===== config.mk =====
export PLATFORM = sky130hd
export DESIGN_NAME = udpfte_ram
export DESIGN_NICKNAME = d
export VERILOG_FILES = /design/src/hw/rtl/udp_flow_table_idle_evict_unit_assert.svh /design/src/hw/rtl/udpfte_ram.sv
export SDC_FILE = /design/constraint.sdc
export NUM_CORES = 1
export LEC_CHECK = 0
export ABC_AREA = 1
export BUFFER_PORTS_ARGS = -buffer_cell sky130_fd_sc_hd__buf_2
export CAP_MARGIN = 25
export CORE_UTILIZATION = 30
export DETAILED_ROUTE_END_ITERATION = 8
export GPL_ROUTABILITY_DRIVEN = 0
export GPL_TIMING_DRIVEN = 0
export PLACE_DENSITY = 0.46
export SLEW_MARGIN = 25
export SYNTH_ARGS = -nofsm -noshare
export SYNTH_HDL_FRONTEND = slang
export SYNTH_SLANG_ARGS = --single-unit

===== constraint.sdc =====
create_clock -name clk -period 1 [get_ports clk]
set_input_delay 0.05 -clock clk [delete_from_list [all_inputs] [get_ports clk]]
set_output_delay 0.05 -clock clk [all_outputs]
set_load 0.005 [all_outputs]

===== src/hw/rtl/udp_flow_table_idle_evict_unit_assert.svh =====
// Assertion macros shared by the flow table RTL.
// Depends on nothing; included by the modules that carry assertions.
`ifndef UDP_FLOW_TABLE_IDLE_EVICT_UNIT_ASSERT_SVH
`define UDP_FLOW_TABLE_IDLE_EVICT_UNIT_ASSERT_SVH

// Condition a in a cycle implies condition c in the same cycle.
`define UFT_ASSERT_SAME(lbl, clk, rst_n, a, c, msg) \
  lbl: assert property (@(posedge clk) disable iff (!rst_n) (a) |-> (c)) else $error(msg);

// Condition a in a cycle implies condition c in the next cycle.
`define UFT_ASSERT_NEXT(lbl, clk, rst_n, a, c, msg) \
  lbl: assert property (@(posedge clk) disable iff (!rst_n) (a) |=> (c)) else $error(msg);

`endif


===== src/hw/rtl/udpfte_ram.sv =====
// Generic single-port-write, single-port-read RAM with registered read data.
// Depends on nothing.
module udpfte_ram #(
  parameter int WIDTH = 8,
  parameter int DEPTH = 16
) (
  input  logic                                   clk,
  input  logic                                   we,
  input  logic [(DEPTH > 1 ? $clog2(DEPTH) : 1)-1:0] waddr,
  input  logic [WIDTH-1:0]                       wdata,
  input  logic [(DEPTH > 1 ? $clog2(DEPTH) : 1)-1:0] raddr,
  output logic [WIDTH-1:0]                       rdata
);
  logic [WIDTH-1:0] mem [DEPTH];

  always_ff @(posedge clk) begin
    if (we) begin
      mem[waddr] <= wdata;
    end
    rdata <= mem[raddr];
  end
endmodule

# ---- Yosys cells after proc, flatten, opt, wreduce, memory -nomap -nowiden
# Memories as Yosys holds them, arrays and structs flattened. A register that Yosys moved wholly into a read port is not among the register bits.
# Index checks and enable logic that the tools add are counted.
dict set report op_classes {
  mux 2
}
# op n
set ops {}
lappend ops {{$mux W1} 2}
dict set report totals {
  inputBits 18
  memories 1
  mem_bits_rw 128
  out_inout_bits 8
  elab_cells 3
  ff_bits 0
}
# name depth word_bits read_ports rd_ports_with_merged_regs wr line
set mem_list {}
lappend mem_list {mem 16 8 1 1 1 udpfte_ram.sv:14} ;# logic [WIDTH-1:0] mem [DEPTH];

# ---- Depth between registers and ports, before layout
# Gate-level depths: netlist (run 1).
dict set report logic_depth {
  depth_word 2
  depth_mapped 8
  ltp_nobuf 7
}

# ---- Worst setup path before layout (run 1)
# Ideal clock, no wire load.
dict set report synth_path {
  path_kind {input-to-reg}
  from {input waddr[3] in the netlist's numbering}
  to {memory mem[4][0], enable pin}
  path_slack_ns -0.001
  n_path_buf 0
  arrival_ns 0.631
  setup_ns 0.370
  required_ns 0.630
  path_stages 2
  cell_sequence {nand3b_1 -> nor2_1}
}
# item line
set synth_rtl {}
lappend synth_rtl {{start: declaration} udpfte_ram.sv:9} ;# input logic [(DEPTH > 1 ? $clog2(DEPTH) : 1)-1:0] waddr,
lappend synth_rtl {{end: declaration} udpfte_ram.sv:14}
# Straight into the memory's write port.

# ---- Final worst setup path (run 1)
dict set report layout_path {
  from {input waddr[3] in the netlist's numbering}
  to {memory mem[5][5], enable pin}
}
# Straight into the memory's write port.

==> metrics.md, run 1 <==
| Metric | Value |
|---|---|
| Uppermost layer routed | `met4` |
| Placed instance count | `a little over 800` |
| Worst R2R Setup Slack | `about 20 ps` |
| Number of clock sinks | `between 100 and 150` |
| Area of the placeable core | `between 15000 and 20000 µm²` |
| Post-Syn Instances | `around 550` |
| Depth of the worst register-to-register path | `6` |
| GRT Overall Usage | `~16%` |
| Placement Cell Area | `approximately 6200 µm²` |
| Endpoint class of the critical path | `flop` |
| Drt pass-1 iters | `5` |
| Post-route clock period utilization | `119.1%` |
| Sequential element share of the synthesized area | `between 60 and 70%` |
| Final critical-path required period | `roughly 1200 ps` |
| Clk slew on worst S/H paths | `60 ps` |
| Max-cap violation count | `0` |
| Syn Nets | `~570` |
| Combined area of all synthesized cells | `slightly below 6000 µm²` |
| Hold Startpoint | `wdata[5]` |
| Clock insertion delay at the later pin of the skew report | `about 420 ps` |
| Highest ir drop seen on vdd | `around 0.0011 V` |
| Vias in the first global route | `3672` |
| Violated checks | `setup timing` |
| Total power density per cell area | `1850 nW/µm²` |
| Met1 Wirelength | `approximately 7000 µm` |
| Number of cell rows | `50` |
| Reg-to-reg critical path endpoint | `rdata[3]$_DFF_P_` |
| Number of synthesized register bits | `136` |
| Met3 WL | `713 µm` |
| Status | `finished, violations left` |
| Number of top-level pins | `26` |
| Net total in the final layout | `610` |
| Highest clock frequency the design can meet | `839.6 MHz` |
| Starting density of the core | `roughly 30%` |
| Hold Path Class | `in -> reg` |
| Count of different cell masters after synthesis | `12` |
| Hold bufs inserted after CTS | `0` |
| Final-report hold violation count | `0` |
| Num CTS Buffers | `17` |
| Setup clock skew after layout | `approximately 6.6 ps` |
| Instance count along the most critical hold path | `1` |
| Count of buffers inserted at the top-level ports | `22` |
| Kind of launch point of the worst setup path | `input port` |
| First-pass GRT wire length | `about 23000 µm` |
| Gr ovfl total | `0` |
| Proportion of layout cells with a drive suffix above 1 | `a little under a quarter` |
| P_leak | `between 2 and 3 nW` |
| Routed WL per cell | `18.12 µm` |
| Height of the die | `~140 µm` |
| Max-Slew Margin vs Limit | `39.60%` |
| Non-filler cells, final | `approximately 840` |
| Routed length on met2 | `just over 7000 µm` |
| DR vias | `between 3000 and 4000` |
| Synthesized area per cell | `10.47 µm²` |
| Final slew viol count | `0` |
| Detailed-route wire length | `approximately 15000 µm` |
| Worst setup path class | `in -> reg` |
| Maximum fanout encountered on the critical timing path | `8` |
| H-Tree Level Count | `4` |
| Area growth from synthesis to layout | `21.11%` |
| First DRT Iteration DRCs | `between 300 and 400` |
| Routed vias/inst | `approximately 4.5` |
| Area enclosed by the die boundary | `about 20000 µm²` |
| Die W | `around 140 µm` |
| Unrepaired setup endpoints after global routing | `yes` |
| Slew of the pin with the lowest slew margin | `between 900 and 1000 ps` |
| End point of the most critical hold path | `mem[3][5]$_DFFE_PP_` |
| Required time at the endpoint of the critical path | `about 1000 ps` |
| Critical R2R Launch | `mem[12][3]$_DFFE_PP_` |
| Fin Setup TNS | `-3527 ps` |
| Final setup fails | `24` |
| Arrival time at the worst endpoint | `1230 ps` |
| Critical Path Start | `waddr[3]` |
| Clock tree from TritonCTS | `done` |
| Inserted Diodes | `0` |
| Antenna violations before repair | `0` |
| Worst hold-check slack | `between 60 and 70 ps` |
| Half-perimeter wire length of the detailed placement result | `about 10000 µm` |
| Longest Clk Path Bufs | `2` |
| Warnings from Yosys | `0` |
| Maximum number of pins on one net before global-route repair | `17` |
| Final design instance area without fill | `6984 µm²` |
| Clock tree root driver cell | `sky130_fd_sc_hd__clkbuf_16` |
| Antenna Nets Post-Route | `0` |
| Post-Route Utilization | `37.21%` |
| # DRC | `0` |
| Minimum setup slack in the final design | `-191.1 ps` |
| Setup bufs post-CTS | `0` |
[layout make-up]
type,count,area [µm²]
fill,1872,11780
sequential,136,4004
multi-input combinational,289,1511
clock buffer,28,496.7
inverter,102,382.9
tap,234,292.8
buffer,24,166.4
timing repair buffer,22,110.1
clock inverter,4,20.02
[metal layers]
metal	track usage, %	vias up
met5	0	-
met4	7.151	0
met3	3.091	19
met2	25.74	97
met1	21.97	1815
li1	-	1861
[worst max path at each step]
stage | to | slack (ps) | cells after the start
global route | mem[7][5]$_DFFE_PP_ | -230 | 3
finish | mem[5][5]$_DFFE_PP_ | -190 | 3
global placement | mem[5][1]$_DFFE_PP_ | -560 | 3
detailed placement | mem[6][1]$_DFFE_PP_ | -630 | 3
floorplan | mem[4][0]$_DFFE_PP_ | -0.8 | 2
CTS | mem[5][5]$_DFFE_PP_ | -180 | 3
[registers in the layout (all words and copies together) (netlist names)]
| signal | count |
|---|---|
| mem | 128 |
| rdata | 8 |
[cells in the mapped netlist]
master	count	area share [%]
sky130_fd_sc_hd__nand3b_1	2	0.26
sky130_fd_sc_hd__edfxtp_1	128	67
sky130_fd_sc_hd__inv_2	2	0.13
sky130_fd_sc_hd__buf_6	6	1.2
sky130_fd_sc_hd__dfxtp_1	8	2.8
sky130_fd_sc_hd__buf_4	4	0.52
sky130_fd_sc_hd__buf_1	1	0.065
sky130_fd_sc_hd__buf_2	13	1.1
sky130_fd_sc_hd__nand3_1	97	8.4
sky130_fd_sc_hd__nand2_1	173	11
sky130_fd_sc_hd__inv_1	100	6.5
sky130_fd_sc_hd__nor2_1	17	1.1
[metrics by stage]
| stage | setup slack (ps) | total power, mW |
|---|---|---|
| floorplan | -0.8445 | 6.975 |
| global placement | -555.6 | 7.365 |
| detailed placement | -631.2 | 7.373 |
| CTS | -180.6 | 12.95 |
| global route | -233.4 | 13.33 |
| finish | -191.1 | 12.92 |
[critical path, stage by stage]
cell                       delay (ps)
sky130_fd_sc_hd__buf_2            120
sky130_fd_sc_hd__nand3b_1         300
sky130_fd_sc_hd__nor2_1           760
[power breakdown]
group	switching (mW)	internal, mW	leakage (nW)	total (mW)
Sequential	0.0294	6.38	1.22	6.40
Clock	2.22	3.35	0.256	5.57
Combinational	0.666	0.281	1.48	0.947
[timing repair]
item,CTS,global route
endpoints found under the setup margin,87,73
hold endpoints to repair,0,0
pin swaps,1,20
gates cloned,0,0
resized for setup,18,54
[layout by cell type (no fill, tap or decap), drive strengths merged]
master,instances
buf,46
clkbuf,28
clkinv,4
dfxtp,8
edfxtp,128
inv,102
nand2,173
nand3,97
nand3b,2
nor2,17
[kinds of logic after synthesis]
logic type | share of synthesized area (%)
buf+inv | 9.525
flops | 69.43
simple gates | 21.05
No activity file was read; power rests on OpenSTA's default activity.
==> run 2, diff against run 1 <==
--- a/config.mk
+++ b/config.mk
@@ -8,11 +8,12 @@
 export ABC_AREA = 1
 export BUFFER_PORTS_ARGS = -buffer_cell sky130_fd_sc_hd__buf_2
 export CAP_MARGIN = 25
-export CORE_UTILIZATION = 30
+export CORE_UTILIZATION = 55
 export DETAILED_ROUTE_END_ITERATION = 8
 export GPL_ROUTABILITY_DRIVEN = 0
 export GPL_TIMING_DRIVEN = 0
-export PLACE_DENSITY = 0.46
+export PLACE_DENSITY = 0.75
+export REMOVE_ABC_BUFFERS = 1
 export SLEW_MARGIN = 25
 export SYNTH_ARGS = -nofsm -noshare
 export SYNTH_HDL_FRONTEND = slang
==> metrics.md, run 2 (same netlist as run 1, synthesis figures left out) <==
| Metric | Value |
|---|---|
| Status | `finished, violations left` |
| Violated checks | `setup timing` |
| Pre-CTS setup slack | `-1005 ps (-373.8 ps)` |
| Final design instance area without fill | `6798 µm² (-2.7%)` |
| Die W | `104.4 µm (-26%)` |
| Maximum fanout encountered on the critical timing path | `8 (unchanged)` |
| Post-route clock period utilization | `102.0% (-17 points)` |
| Vias in the first global route | `3768 (+2.6%)` |
| Most common cell after layout, fill and taps aside | `sky130_fd_sc_hd__nand2_1` |
| Slew of the pin with the lowest slew margin | `851.3 ps (-51.47 ps)` |
| P_leak | `2.935 nW (-0.88%)` |
| Final critical-path required period | `1020 ps (-170.8 ps)` |
| Critical path's largest stage delay | `720 ps (-40 ps)` |
| Max-Slew Margin vs Limit | `43.04% (+3.4 points)` |
| Hold Path Class | `in -> reg` |
| Buffer and inverter count on the worst path | `1 (unchanged)` |
| Final slew viol count | `0 (unchanged)` |
| Maximum number of pins on one net before global-route repair | `66 (+49)` |
| Endpoint class of the critical path | `flop` |
| DR vias | `3846 (+1.4%)` |
| Highest ir drop seen on vdd | `0.0009682 V (-9.2%)` |
| Clock tree root driver cell | `sky130_fd_sc_hd__clkbuf_8` |
| Area enclosed by the die boundary | `10900 µm² (-45%)` |
| First-pass GRT wire length | `18120 µm (-21%)` |
| Clock insertion delay at the later pin of the skew report | `520 ps (+100 ps)` |
| Family of cells with the greatest summed delay on the critical path | `simple AND/OR/NAND/NOR gates` |
| Net total in the final layout | `598 (-2.0%)` |
| Number of flip-flops in the largest register | `128 (unchanged)` |
| Final setup fails | `11 (-54%)` |
| Unrepaired setup endpoints after global routing | `yes` |
| Number of cell rows | `37 (-26%)` |
| Master of the slowest instance on the critical path | `sky130_fd_sc_hd__nor2_1` |
| Worst hold-check slack | `66.08 ps (+2.958 ps)` |
| Clk slew on worst S/H paths | `60 ps (about the same)` |
| Fin Setup TNS | `-131.7 ps (+3396 ps)` |
| Routed WL per cell | `16.51 µm (-8.9%)` |
| Placement Cell Area | `5898 µm² (-4.4%)` |
| Top Registers | `mem x128, rdata x8` |
| GRT Overall Usage | `22.81% (+6.5 points)` |
| Routed vias/inst | `5.276 (+17%)` |
| Total of fill cells in the finished design | `685 (-63%)` |
| Gr ovfl total | `0 (unchanged)` |
| Kind of launch point of the worst setup path | `input port` |
| Arrival time at the worst endpoint | `1160 ps (-70 ps)` |
| Total power density per cell area | `2029 nW/µm² (+9.7%)` |
| Area of the placeable core | `10230 µm² (-45%)` |
| Proportion of layout cells with a drive suffix above 1 | `15.35% (-8.0 points)` |
| Register with the most flip-flops | `mem` |
| Number of clock sinks | `136 (unchanged)` |
| Number of top-level pins | `26 (unchanged)` |
| Detailed-route wire length | `12040 µm (-21%)` |
| Minimum setup slack in the final design | `-20.30 ps (+170.8 ps)` |
| Antenna violations before repair | `0 (unchanged)` |
| Longest Clk Path Bufs | `2 (unchanged)` |
| Required time at the endpoint of the critical path | `1140 ps (+100 ps)` |
| Highest clock frequency the design can meet | `980.1 MHz (+17%)` |
| Count of buffers inserted at the top-level ports | `25 (+14%)` |
| H-Tree Level Count | `4 (unchanged)` |
| Series of cell instances along the critical path | `buf_2, nand3b_1, nor2_1` |
| Clock tree from TritonCTS | `done` |
| Starting density of the core | `56.37% (+26 points)` |
| First DRT Iteration DRCs | `420 (+20%)` |
| Setup bufs post-CTS | `0 (unchanged)` |
| Half-perimeter wire length of the detailed placement result | `6649 µm (-34%)` |
| Area growth from synthesis to layout | `17.88%` |
| Setup clock skew after layout | `5.987 ps (-0.5908 ps)` |
| Inserted Diodes | `0 (unchanged)` |
| Drt pass-1 iters | `8 (+3)` |
| Most frequent cells in the layout | `172 x sky130_fd_sc_hd__nand2_1, 128 x sky130_fd_sc_hd__edfxtp_1, 100 x sky130_fd_sc_hd__inv_1` |
| Height of the die | `104.4 µm (-26%)` |
| Num CTS Buffers | `17 (unchanged)` |
| Final-report hold violation count | `0 (unchanged)` |
| Antenna Nets Post-Route | `0 (unchanged)` |
| # DRC | `0 (unchanged)` |
| Max-cap violation count | `0 (unchanged)` |
| Worst setup path class | `in -> reg` |
## run 2: cell types whose count changed in the layout (fill, tap and decap cells not counted), sizes merged
cell         change
clkbuf           -3
buf             -22
dlygate4sd3      +9
bufinv           +4
## run 2: final timing paths
| path | slack, ps | cells past startpoint | from | endpoint |
|---|---|---|---|---|
| worst max-delay path | -20 | 3 | waddr[2] | mem[11][3]$_DFFE_PP_ |
| worst min-delay path | 70 | 4 | raddr[2] | rdata[0]$_DFF_P_ |
| worst min register to register | 670 | 6 | mem[11][0]$_DFFE_PP_ | rdata[0]$_DFF_P_ |
| worst max register to register | -10 | 6 | mem[0][3]$_DFFE_PP_ | rdata[3]$_DFF_P_ |
## run 2: power breakdown
part	internal (mW)	switching, mW	leakage, nW
logic	0.246	0.555	1.39
registers	6.38	0.0344	1.22
clock network	4.43	2.15	0.321
total	11.1	2.74	2.94
## run 2: area by class of cell
type | count | area [µm²] | area share, %
sequential | 136 | 4005 | 58.92
multi-input combinational | 289 | 1361 | 20.03
clock buffer | 24 | 500.5 | 7.362
inverter | 102 | 387.9 | 5.706
timing repair buffer | 34 | 232.7 | 3.424
tap | 136 | 170.2 | 2.503
clock inverter | 8 | 140.1 | 2.061
## run 2: layer usage
metal  wire length (µm)  global-route usage, %  up-vias
met3                837                  4.637       32
met5                  0                      0        -
met4                325                  14.69        0
met1               4734                  26.83     1809
li1                   -                      -     1833
met2               6138                  38.17      172
## run 2: tightest hold or removal path: stages
cell,delay [ps]
sky130_fd_sc_hd__buf_2,250
sky130_fd_sc_hd__nand3_2,130
sky130_fd_sc_hd__nand3_1,60
sky130_fd_sc_hd__nand2_1,50
## run 2: timing repair
action	4_1_cts	5_1_grt
gates resized for setup	11	28
pin swaps	0	23
endpoints found under the hold margin	136	0
hold buffers	9	0
endpoints found under the setup margin	19	56
## run 2: per-stage QoR
step           cells  utilization [%]  power (mW)
2_1_floorplan    527                -       6.869
3_3_place_gp     688            57.63       7.186
3_5_place_dp     688            57.65       7.216
4_1_cts          729            65.22       13.77
5_1_grt          729            66.44       14.14
6_report         729            66.44       13.79
